==> src/design/sspp_pkg.sv <==
// types and constants shared by the status packet parser modules
`default_nettype none

package sspp_pkg;

   localparam logic [7:0] SYNC_BYTE = 8'hFF;
   localparam logic [7:0] LEN_MIN   = 8'd2;
   localparam logic [7:0] LEN_MAX   = 8'd29;
   localparam int unsigned SLOT_COUNT = 5;

   // header slots and the two parameter slots that are reported
   localparam logic [2:0] SLOT_ID     = 3'd0;
   localparam logic [2:0] SLOT_LENGTH = 3'd1;
   localparam logic [2:0] SLOT_ERROR  = 3'd2;
   localparam logic [2:0] SLOT_PARAM0 = 3'd3;
   localparam logic [2:0] SLOT_PARAM1 = 3'd4;

   typedef enum logic [3:0] {
      PHASE_HUNT   = 4'b0001,
      PHASE_HEADER = 4'b0010,
      PHASE_PARAMS = 4'b0100,
      PHASE_CHECK  = 4'b1000
   } sspp_phase_type;

   typedef struct packed {
      logic [7:0] servo_id;
      logic [4:0] packet_length;
      logic [7:0] error_flags;
      logic [7:0] param_first;
      logic [7:0] param_second;
      logic [7:0] checksum_byte;
   } sspp_result_type;

endpackage

`default_nettype wire

==> src/design/sspp_parse.sv <==
// byte-level frame parser: sync hunt, header, parameters and checksum
`default_nettype none

module sspp_parse (
   input  wire logic                      clock,
   input  wire logic                      reset,
   input  wire logic                      byte_take,
   input  wire logic                      listen,
   input  wire logic [7:0]                rx_byte,
   output      logic                      res_valid,
   output      sspp_pkg::sspp_result_type res_word
);
   import sspp_pkg::*;

   sspp_phase_type phase_ff, phase_in;
   logic [4:0]     count_ff, count_in;
   logic [7:0]     slot_ff [SLOT_COUNT];
   logic [7:0]     slot_in [SLOT_COUNT];
   logic [4:0]     count_inc;
   logic [7:0]     len;
   logic [7:0]     len_less2;
   logic           bad_len;

   assign count_inc = count_ff + 5'd1;
   assign len       = slot_ff[SLOT_LENGTH];
   assign len_less2 = len - LEN_MIN;
   assign bad_len   = (len < LEN_MIN) || (len > LEN_MAX);

   always_comb begin
      phase_in  = phase_ff;
      count_in  = count_ff;
      slot_in   = slot_ff;
      res_valid = 1'b0;
      res_word  = '0;
      if (byte_take && listen) begin
         case (phase_ff)
            PHASE_HUNT: begin
               if (rx_byte == SYNC_BYTE) begin
                  if (count_inc >= 5'd2) begin
                     phase_in = PHASE_HEADER;
                     count_in = '0;
                  end else begin
                     count_in = count_inc;
                  end
               end else begin
                  count_in = '0;
               end
            end
            PHASE_HEADER: begin
               if (count_ff == {2'b00, SLOT_ID})     slot_in[SLOT_ID]     = rx_byte;
               if (count_ff == {2'b00, SLOT_LENGTH}) slot_in[SLOT_LENGTH] = rx_byte;
               if (count_ff == {2'b00, SLOT_ERROR})  slot_in[SLOT_ERROR]  = rx_byte;
               count_in = count_inc;
               if (count_inc >= 5'd3) begin
                  count_in = '0;
                  if (bad_len) begin
                     phase_in = PHASE_HUNT;
                  end else if (len == LEN_MIN) begin
                     phase_in = PHASE_CHECK;
                  end else begin
                     phase_in = PHASE_PARAMS;
                  end
               end
            end
            PHASE_PARAMS: begin
               // only the first two parameters are ever reported
               if (count_ff == 5'd0) slot_in[SLOT_PARAM0] = rx_byte;
               if (count_ff == 5'd1) slot_in[SLOT_PARAM1] = rx_byte;
               count_in = count_inc;
               if (bad_len || ({3'b000, count_inc} >= len_less2)) begin
                  phase_in = PHASE_CHECK;
               end
            end
            PHASE_CHECK: begin
               phase_in = PHASE_HUNT;
               count_in = '0;
               if (!bad_len) begin
                  // checksum lands in slot length+1, over a parameter on short frames
                  if (len == 8'd2) slot_in[SLOT_PARAM0] = rx_byte;
                  if (len == 8'd3) slot_in[SLOT_PARAM1] = rx_byte;
                  res_valid              = 1'b1;
                  res_word.servo_id      = slot_ff[SLOT_ID];
                  res_word.packet_length = len[4:0];
                  res_word.error_flags   = slot_ff[SLOT_ERROR];
                  res_word.param_first   = slot_in[SLOT_PARAM0];
                  res_word.param_second  = slot_in[SLOT_PARAM1];
                  res_word.checksum_byte = rx_byte;
               end
            end
            default: begin
               phase_in = PHASE_HUNT;
               count_in = '0;
            end
         endcase
      end
   end

   always_ff @(posedge clock) begin
      if (reset) begin
         phase_ff <= PHASE_HUNT;
         count_ff <= '0;
         slot_ff  <= '{default: '0};
      end else begin
         phase_ff <= phase_in;
         count_ff <= count_in;
         slot_ff  <= slot_in;
      end
   end

endmodule

`default_nettype wire

==> src/design/servo_status_packet_parser.sv <==
// top level of the servo bus status packet parser with a two-word result buffer
//
//   channel | ports                         | direction | word
//   --------+-------------------------------+-----------+------------------------------
//   req     | req_valid/req_ready           | in        | listen flag, received byte
//   rsp     | rsp_valid/rsp_ready           | out       | id, length, error, params, sum
//
// one byte is taken every cycle while the skid is empty; the parser state moves on the
// accepting edge, and a completed packet is registered in the output or skid register
// synchronous reset puts the parser in sync hunt and clears the header slots
// results sit in an output register backed by a skid register, so req_ready
// only drops once both hold a word that rsp has not yet taken
`default_nettype none

module servo_status_packet_parser (
   input  wire logic       clock,
   input  wire logic       reset,
   input  wire logic       req_valid,
   output      logic       req_ready,
   input  wire logic       req_listen,
   input  wire logic [7:0] req_rx_byte,
   output      logic       rsp_valid,
   input  wire logic       rsp_ready,
   output      logic [7:0] rsp_servo_id,
   output      logic [4:0] rsp_packet_length,
   output      logic [7:0] rsp_error_flags,
   output      logic [7:0] rsp_param_first,
   output      logic [7:0] rsp_param_second,
   output      logic [7:0] rsp_checksum_byte
);
   import sspp_pkg::*;

   logic            req_take;
   logic            res_valid;
   sspp_result_type res_word;

   // output register and skid register
   logic            out_valid_ff, out_valid_in;
   sspp_result_type out_word_ff, out_word_in;
   logic            skid_valid_ff, skid_valid_in;
   sspp_result_type skid_word_ff, skid_word_in;
   logic            out_free;

   assign req_ready = !skid_valid_ff;
   assign req_take  = req_valid && req_ready;

   sspp_parse u_parse (
      .clock     (clock),
      .reset     (reset),
      .byte_take (req_take),
      .listen    (req_listen),
      .rx_byte   (req_rx_byte),
      .res_valid (res_valid),
      .res_word  (res_word)
   );

   // output slot opens when empty or when its word leaves this cycle
   assign out_free = !out_valid_ff || rsp_ready;

   always_comb begin
      out_valid_in  = out_valid_ff;
      out_word_in   = out_word_ff;
      skid_valid_in = skid_valid_ff;
      skid_word_in  = skid_word_ff;
      if (out_free) begin
         if (skid_valid_ff) begin
            // drain the skid first; no byte is taken while it is full
            out_valid_in  = 1'b1;
            out_word_in   = skid_word_ff;
            skid_valid_in = 1'b0;
         end else if (res_valid) begin
            out_valid_in = 1'b1;
            out_word_in  = res_word;
         end else begin
            out_valid_in = 1'b0;
         end
      end else if (res_valid) begin
         // output stalled: park the new word in the skid
         skid_valid_in = 1'b1;
         skid_word_in  = res_word;
      end
   end

   always_ff @(posedge clock) begin
      if (reset) begin
         out_valid_ff  <= 1'b0;
         skid_valid_ff <= 1'b0;
      end else begin
         out_valid_ff  <= out_valid_in;
         skid_valid_ff <= skid_valid_in;
      end
      out_word_ff  <= out_word_in;
      skid_word_ff <= skid_word_in;
   end

   assign rsp_valid         = out_valid_ff;
   assign rsp_servo_id      = out_word_ff.servo_id;
   assign rsp_packet_length = out_word_ff.packet_length;
   assign rsp_error_flags   = out_word_ff.error_flags;
   assign rsp_param_first   = out_word_ff.param_first;
   assign rsp_param_second  = out_word_ff.param_second;
   assign rsp_checksum_byte = out_word_ff.checksum_byte;

`ifndef SYNTHESIS
   // the skid only ever holds a word behind a full output register
   a_skid_behind_out: assert property (@(posedge clock) disable iff (reset)
      skid_valid_ff |-> out_valid_ff)
      else $error("skid word held with empty output register");

   // the skid fills only when the output word was stalled
   a_skid_fill_on_stall: assert property (@(posedge clock) disable iff (reset)
      $rose(skid_valid_ff) |-> $past(out_valid_ff && !rsp_ready))
      else $error("skid filled without an output stall");

   // a parser result comes only from an accepted byte with listen set
   a_result_from_byte: assert property (@(posedge clock) disable iff (reset)
      res_valid |-> (req_take && req_listen))
      else $error("parser result without an accepted listening byte");

   // reported frame lengths are always in the legal range
   a_length_range: assert property (@(posedge clock) disable iff (reset)
      out_valid_ff |-> ((out_word_ff.packet_length >= 5'd2) &&
                        (out_word_ff.packet_length <= 5'd29)))
      else $error("reported packet length out of range");
`endif

endmodule

`default_nettype wire
==> config.mk <==
export PLATFORM = sky130hd
export DESIGN_NAME = servo_status_packet_parser
export DESIGN_NICKNAME = d
export VERILOG_FILES = /design/src/design/sspp_pkg.sv /design/src/design/sspp_parse.sv /design/src/design/servo_status_packet_parser.sv
export SDC_FILE = /design/constraint.sdc
export NUM_CORES = 1
export LEC_CHECK = 0
export BUFFER_PORTS_ARGS = -buffer_cell sky130_fd_sc_hd__buf_2
export CORE_ASPECT_RATIO = 0.5
export CORE_UTILIZATION = 49
export CTS_CLUSTER_SIZE = 25
export DETAILED_ROUTE_END_ITERATION = 8
export PLACE_DENSITY_LB_ADDON = 0.1
export SLEW_MARGIN = 20
export SYNTH_ARGS = -nofsm -noshare
export SYNTH_HDL_FRONTEND = slang
export SYNTH_SLANG_ARGS = --single-unit
==> constraint.sdc <==
create_clock -name clock -period 5.5 [get_ports clock]
set_input_delay 0.55 -clock clock [delete_from_list [all_inputs] [get_ports clock]]
set_output_delay 0.55 -clock clock [all_outputs]
set_load 0.01 [all_outputs]
* Yosys cells after proc, flatten, opt, wreduce, memory -nomap -nowiden
Index checks and enable logic that the tools add are counted.
** Word-level totals
- Register bits :: 141
- Latch bits :: 0
- Memory bits (writable) :: 0
- ROM bits :: 0
- Input port bits :: 13
- Output and inout port bits :: 47
- Logic and storage cells :: 91
- Memories :: 0
** Operators by class
- Add/subtract/negate cells :: 2
- Multipliers :: 0
- Div/mod/pow operators :: 0
- Order comparisons :: 5
- Eq/ne operators :: 16
- Shift operators :: 0
- Muxes and demuxes :: 27
- Bitwise gates (word level) :: 1
- Reduce and logical (&&, ||, !) cells :: 19
** Operator list (count)
- $mux 45 :: 5
- $mux 8 :: 4
- $pmux 16 s2 :: 1
- $mux 4 :: 6
- $eq 8x2->1 const B :: 2
- $mux 16 :: 1
- $mux 5 :: 3
- $pmux 5 s3 :: 1
- $ne 2x1->1 const B :: 6
- $pmux 4 s3 :: 1
- $ge 5x2->1 const B :: 2
- $reduce_and 3->1 :: 3
- $eq 8x8->1 const B :: 1
- $ge 5x8->1 :: 1
- $gt 8x5->1 const B :: 1
- $lt 8x2->1 const B :: 1
- $reduce_and 4->1 :: 2
- $sub 8x2->8 const B :: 1
- $add 5x1->5 const B :: 1
- $eq 5x1->1 const B :: 1
- $eq 5x2->1 const B :: 1
- $logic_not 5->1 :: 1
- $mux 1 :: 5
- $reduce_and 5->1 :: 1
- other kinds (12) :: 18

* Logic depth before layout (Yosys ltp)
- Word-level depth :: 7
- Mapped depth :: 10
- Depth with buffers taken out :: 9

* Cells and area by module
A second synthesis with hierarchy kept.
** Unflattened totals
- Cell total of the unflattened synthesis :: 502
- Area, all modules :: 6218.5 um^2
** By module, submodules not included
- servo_status_packet_parser :: instances 1, cells an instance 151, area an instance 3402.0 um^2, sequential area each 2742.6 um^2
- sspp_parse :: instances 1, cells an instance 351, area an instance 2816.5 um^2, sequential area each 980.9 um^2

* Worst setup path before layout
Ideal clock, no wire load.
- Kind :: reg-to-reg
- Start :: reg u_parse.phase_ff[0]
- End :: reg out_word_ff (netlist bit rsp_checksum_byte[0]), enable pin
- Library setup time :: 0.453 ns
- Data arrival time :: 3.522 ns
- Required time :: 5.047 ns
- Path slack :: 1.526 ns
- Stages on the path, launching flop included :: 6
- Path buffers :: 1
- Period minus slack after synthesis :: 3.974 ns
- Path through :: dfxtp_1 -> or4b_4 -> nor3_4 -> clkbuf_1 -> nor2_1 -> nor2b_1
** Between the ends
- Cells in the longest elaborated chain, start to end :: 5
** Ends and longest elaborated chain
- start, declared :: line sspp_parse.sv:15 : sspp_phase_type phase_ff, phase_in;
- start signal, assigned :: line sspp_parse.sv:104 : phase_ff <= phase_in;
- $eq 4x4->1 :: line sspp_parse.sv:36 : case (phase_ff)
- $mux 1 :: line sspp_parse.sv:36
- $mux 1 :: line sspp_parse.sv:35 : if (byte_take && listen) begin
- $reduce_bool 2->1 (no line)
- $reduce_and 2->1 (no line)
- end signal, assigned :: line servo_status_packet_parser.sv:92 : out_word_ff <= out_word_in;
- end, declared :: line servo_status_packet_parser.sv:39 : sspp_result_type out_word_ff, out_word_in;
No other way between the ends.
A chain may end at the register's enable or synchronous reset.

* Worst setup path after layout
- Start :: reg u_parse.slot_ff (netlist bit u_parse.len[5])
- End :: reg skid_word_ff[27] (netlist bit), enable pin
** Between the ends
- Cells in the longest elaborated chain, start to end :: 6
- Elaborated cells between the ends (all ways) :: 7
** Ends and longest elaborated chain
- start, declared :: line sspp_parse.sv:17 : logic [7:0] slot_ff [SLOT_COUNT];
- start signal, assigned :: line sspp_parse.sv:106 : slot_ff <= slot_in;
- $lt 8x2->1 / $gt 8x5->1 (equally long branches) :: line sspp_parse.sv:27 : assign bad_len = (len < LEN_MIN) || (len > LEN_MAX);
- $logic_or 1x1->1 (*) :: line sspp_parse.sv:27
- $mux 1 (*) :: line sspp_parse.sv:77 : if (!bad_len) begin
- $mux 1 (*) :: line sspp_parse.sv:36
- $mux 1 (*) :: line sspp_parse.sv:35
- $reduce_and 2->1 (no line) (*)
- end signal, assigned :: line servo_status_packet_parser.sv:93 : skid_word_ff <= skid_word_in;
- end, declared :: line servo_status_packet_parser.sv:41 : sspp_result_type skid_word_ff, skid_word_in;
Mark *: on every way between the ends. The rest lies on a longest branch, timed or not.

==> out/qor.csv <==
metric;value;unit
grt_pass1_vias;3560;
worst_pin_slew;949;ps
cp-end-kind;flop;
dieArea;12900;um^2
cts-resized-gates;0;
via_per_inst;5.33;
overflow;0;
cap_violations;0;
drive_above_1_share;21.1;%
critical_path_arrival;3230;ps
drt-pass1-iter-count;5;
drt_iter0_drc;294;
p_leak;3.46;nW
rsz0062_at_grt;no;
synth_cells;482;
row_count;28;
io_buffers;59;
hold_violations;0;
ir_drop;0.171;mV
post-dp-hpwl;7700;um
post-place-cells;679;
fill_cells;973;
synth_cell_types;53;
final_antenna_net_count;0;
finalMaxSlewViolations;0;
cts.path.max_buffers;2;
crit_path_start_kind;flop;
fin_util;59.7;%
synth_top_area_share;44.4;%
wirelength;12200;um
skew;9.85;ps
start_util;51.0;%
syn_nets;504;
p_total;2.39;mW
syn_to_final_growth;17.1;%
via_count;3790;
netlist_area;6090;um^2
ys_warn_count;0;
postCtsHoldBufs;0;
setup_tns;0;ps
status;finished clean;
finalCritPeriodShare;57.1;%
required;5590;ps
remaining_drc_errors;0;
insertion_delay;410;ps
relSlewSlack;36.7;%
r2r_slack;2360;ps
path_max_fanout;28;
clock.fmax;0.318;GHz
worst-setup-path-type;flop to flop;
cts_tree;built;
htreeDepth;4;
design.core.area;11900;um^2
finalNetCount;555;
num_io_pins;60;
root_buffer;clkbuf_16;
post-route-min-period;3140;ps
cts_setup_buffers;0;
final_cells;711;
avgRoutedWirePerCell;17.2;um
ys_seq_area_share;61.1;%
grt_max_degree;52;
die_h;80.8;um
cts_buffers;17;
antenna_found_initial;0;
synth.area.top_cells;edfxtp_1, dfxtp_1, mux2i_1;
grt_first_pass_wirelength;19500;um
setup_viol;0;
synth_largest_area_cell;edfxtp_1;
power_density;335;nW/um^2
routabilityCongestion;0.826;
die_w;160;um
clk_pin_slew;60;ps
hp-class;flop to flop;
antenna_cells;0;
yosys_register_bits;141;
numClockSinks;141;
grt_use_total;20.2;%
syn_area_per_cell;12.6;um^2
state kept, by name, indices dropped and copies added, names as in the netlist:
register / cells
rsp_error_flags: 8
skid_valid_ff: 1
skid_word_ff: 45
u_parse.slot_ff: 32
u_parse.len: 8
rsp_param_second: 8
rsp_packet_length: 5
u_parse.count_ff: 5
rsp_valid: 1
u_parse.phase_ff: 4
rsp_servo_id: 8
rsp_param_first: 8
rsp_checksum_byte: 8
worst paths after layout:
| path | startpoint | endpoint | cells after the start |
|---|---|---|---|
| min | u_parse.slot_ff[19] | u_parse.slot_ff[19] | 2 |
| min reg2reg | u_parse.slot_ff[19] | u_parse.slot_ff[19] | 2 |
| max reg2reg | u_parse.len[5] | skid_word_ff[27] | 6 |
| max | u_parse.len[5] | skid_word_ff[27] | 6 |
critical path, stage by stage, from the launching register on:
cell     delay [ps]
dfxtp_1         310
nor3_1          560
nand3_4         190
or3_1           400
buf_4           260
nor2_4          700
buf_4           400
area by class of cell:
class	instances	area, um^2	area share [%]
clock buffer	21	472	6.62
clock inverter	11	179	2.51
sequential	141	3720	52.2
tap	165	206	2.90
multi-input combinational	301	2190	30.7
timing repair buffer	64	333	4.67
inverter	8	30.0	0.421
layout by cell type, fill, tap and decap left out, drive strengths merged, types with 5 or more instances in the layout:
master,netlist,final
nand3,7,7
nand4,6,6
buf,14,64
xnor2,5,5
nor2,70,70
clkbuf,18,21
and2,27,27
edfxtp,90,90
mux2i,56,56
ha,9,9
nand2,14,14
dfxtp,51,51
inv,8,11
a21oi,11,11
nor3,8,8
a21o,45,45
report_power, final:
| group | internal (mW) | leakage, nW | switching, mW | total [mW] |
|---|---|---|---|---|
| registers | 1.11 | 1.38 | 0.0000424 | 1.11 |
| logic | 0.00512 | 1.76 | 0.0218 | 0.0269 |
| clock network | 0.805 | 0.310 | 0.446 | 1.25 |
stage by stage:
stage / setup WS, ps / instance area (um^2) / hold slack, ps
after global placement: 2410 / 6480 / 468
after detailed placement: 2330 / 6480 / 478
after CTS: 2330 / 7130 / 491
after global routing: 2100 / 7130 / 521
after floorplan: 1530 / 6090 / 456
final: 2360 / 7130 / 484
synth_stat cells, drive strengths merged:
cell	number
nor4	1
o21a	1
nand4b	1
o311ai	1
xnor2	5
o31ai	1
dfxtp	51
and2	27
a2111o	1
ha	9
mux2i	56
nor3	8
or4b	4
and3	2
a31oi	2
a2111oi	1
or3	2
nand3	7
nand2b	2
clkbuf	18
buf	14
a21oi	11
o211ai	1
or4	1
nand4	6
nor3b	1
nand2	14
a21o	45
nor2b	2
o21ai	4
nor4b	2
inv	8
o2111ai	1
mux2	1
edfxtp	90
nor2	70
o221ai	1
and4	1
nand3b	2
a211oi	4
o211a	2
a22oi	1
metal layers:
metal / vias to the layer above / GRT usage [%] / wire length (um)
li1: 1846 / - / -
met1: 1844 / 29.1 / 6320
met2: 89 / 29.5 / 5260
met3: 11 / 5.62 / 577
met4: 0 / 6.35 / 84
met5: - / 0 / 0
cell families after synthesis:
group / share of synthesized area [%]
and+or+nand+nor: 14.2
DFF: 61.1
AOI/OAI and AO/OA: 9.53
muxes: 9.39
buffers and inverters: 3.21
adders and majority gates: 1.85
xor gates and xnor gates: 0.719
Note: power is estimated with default switching activity, not from simulation.
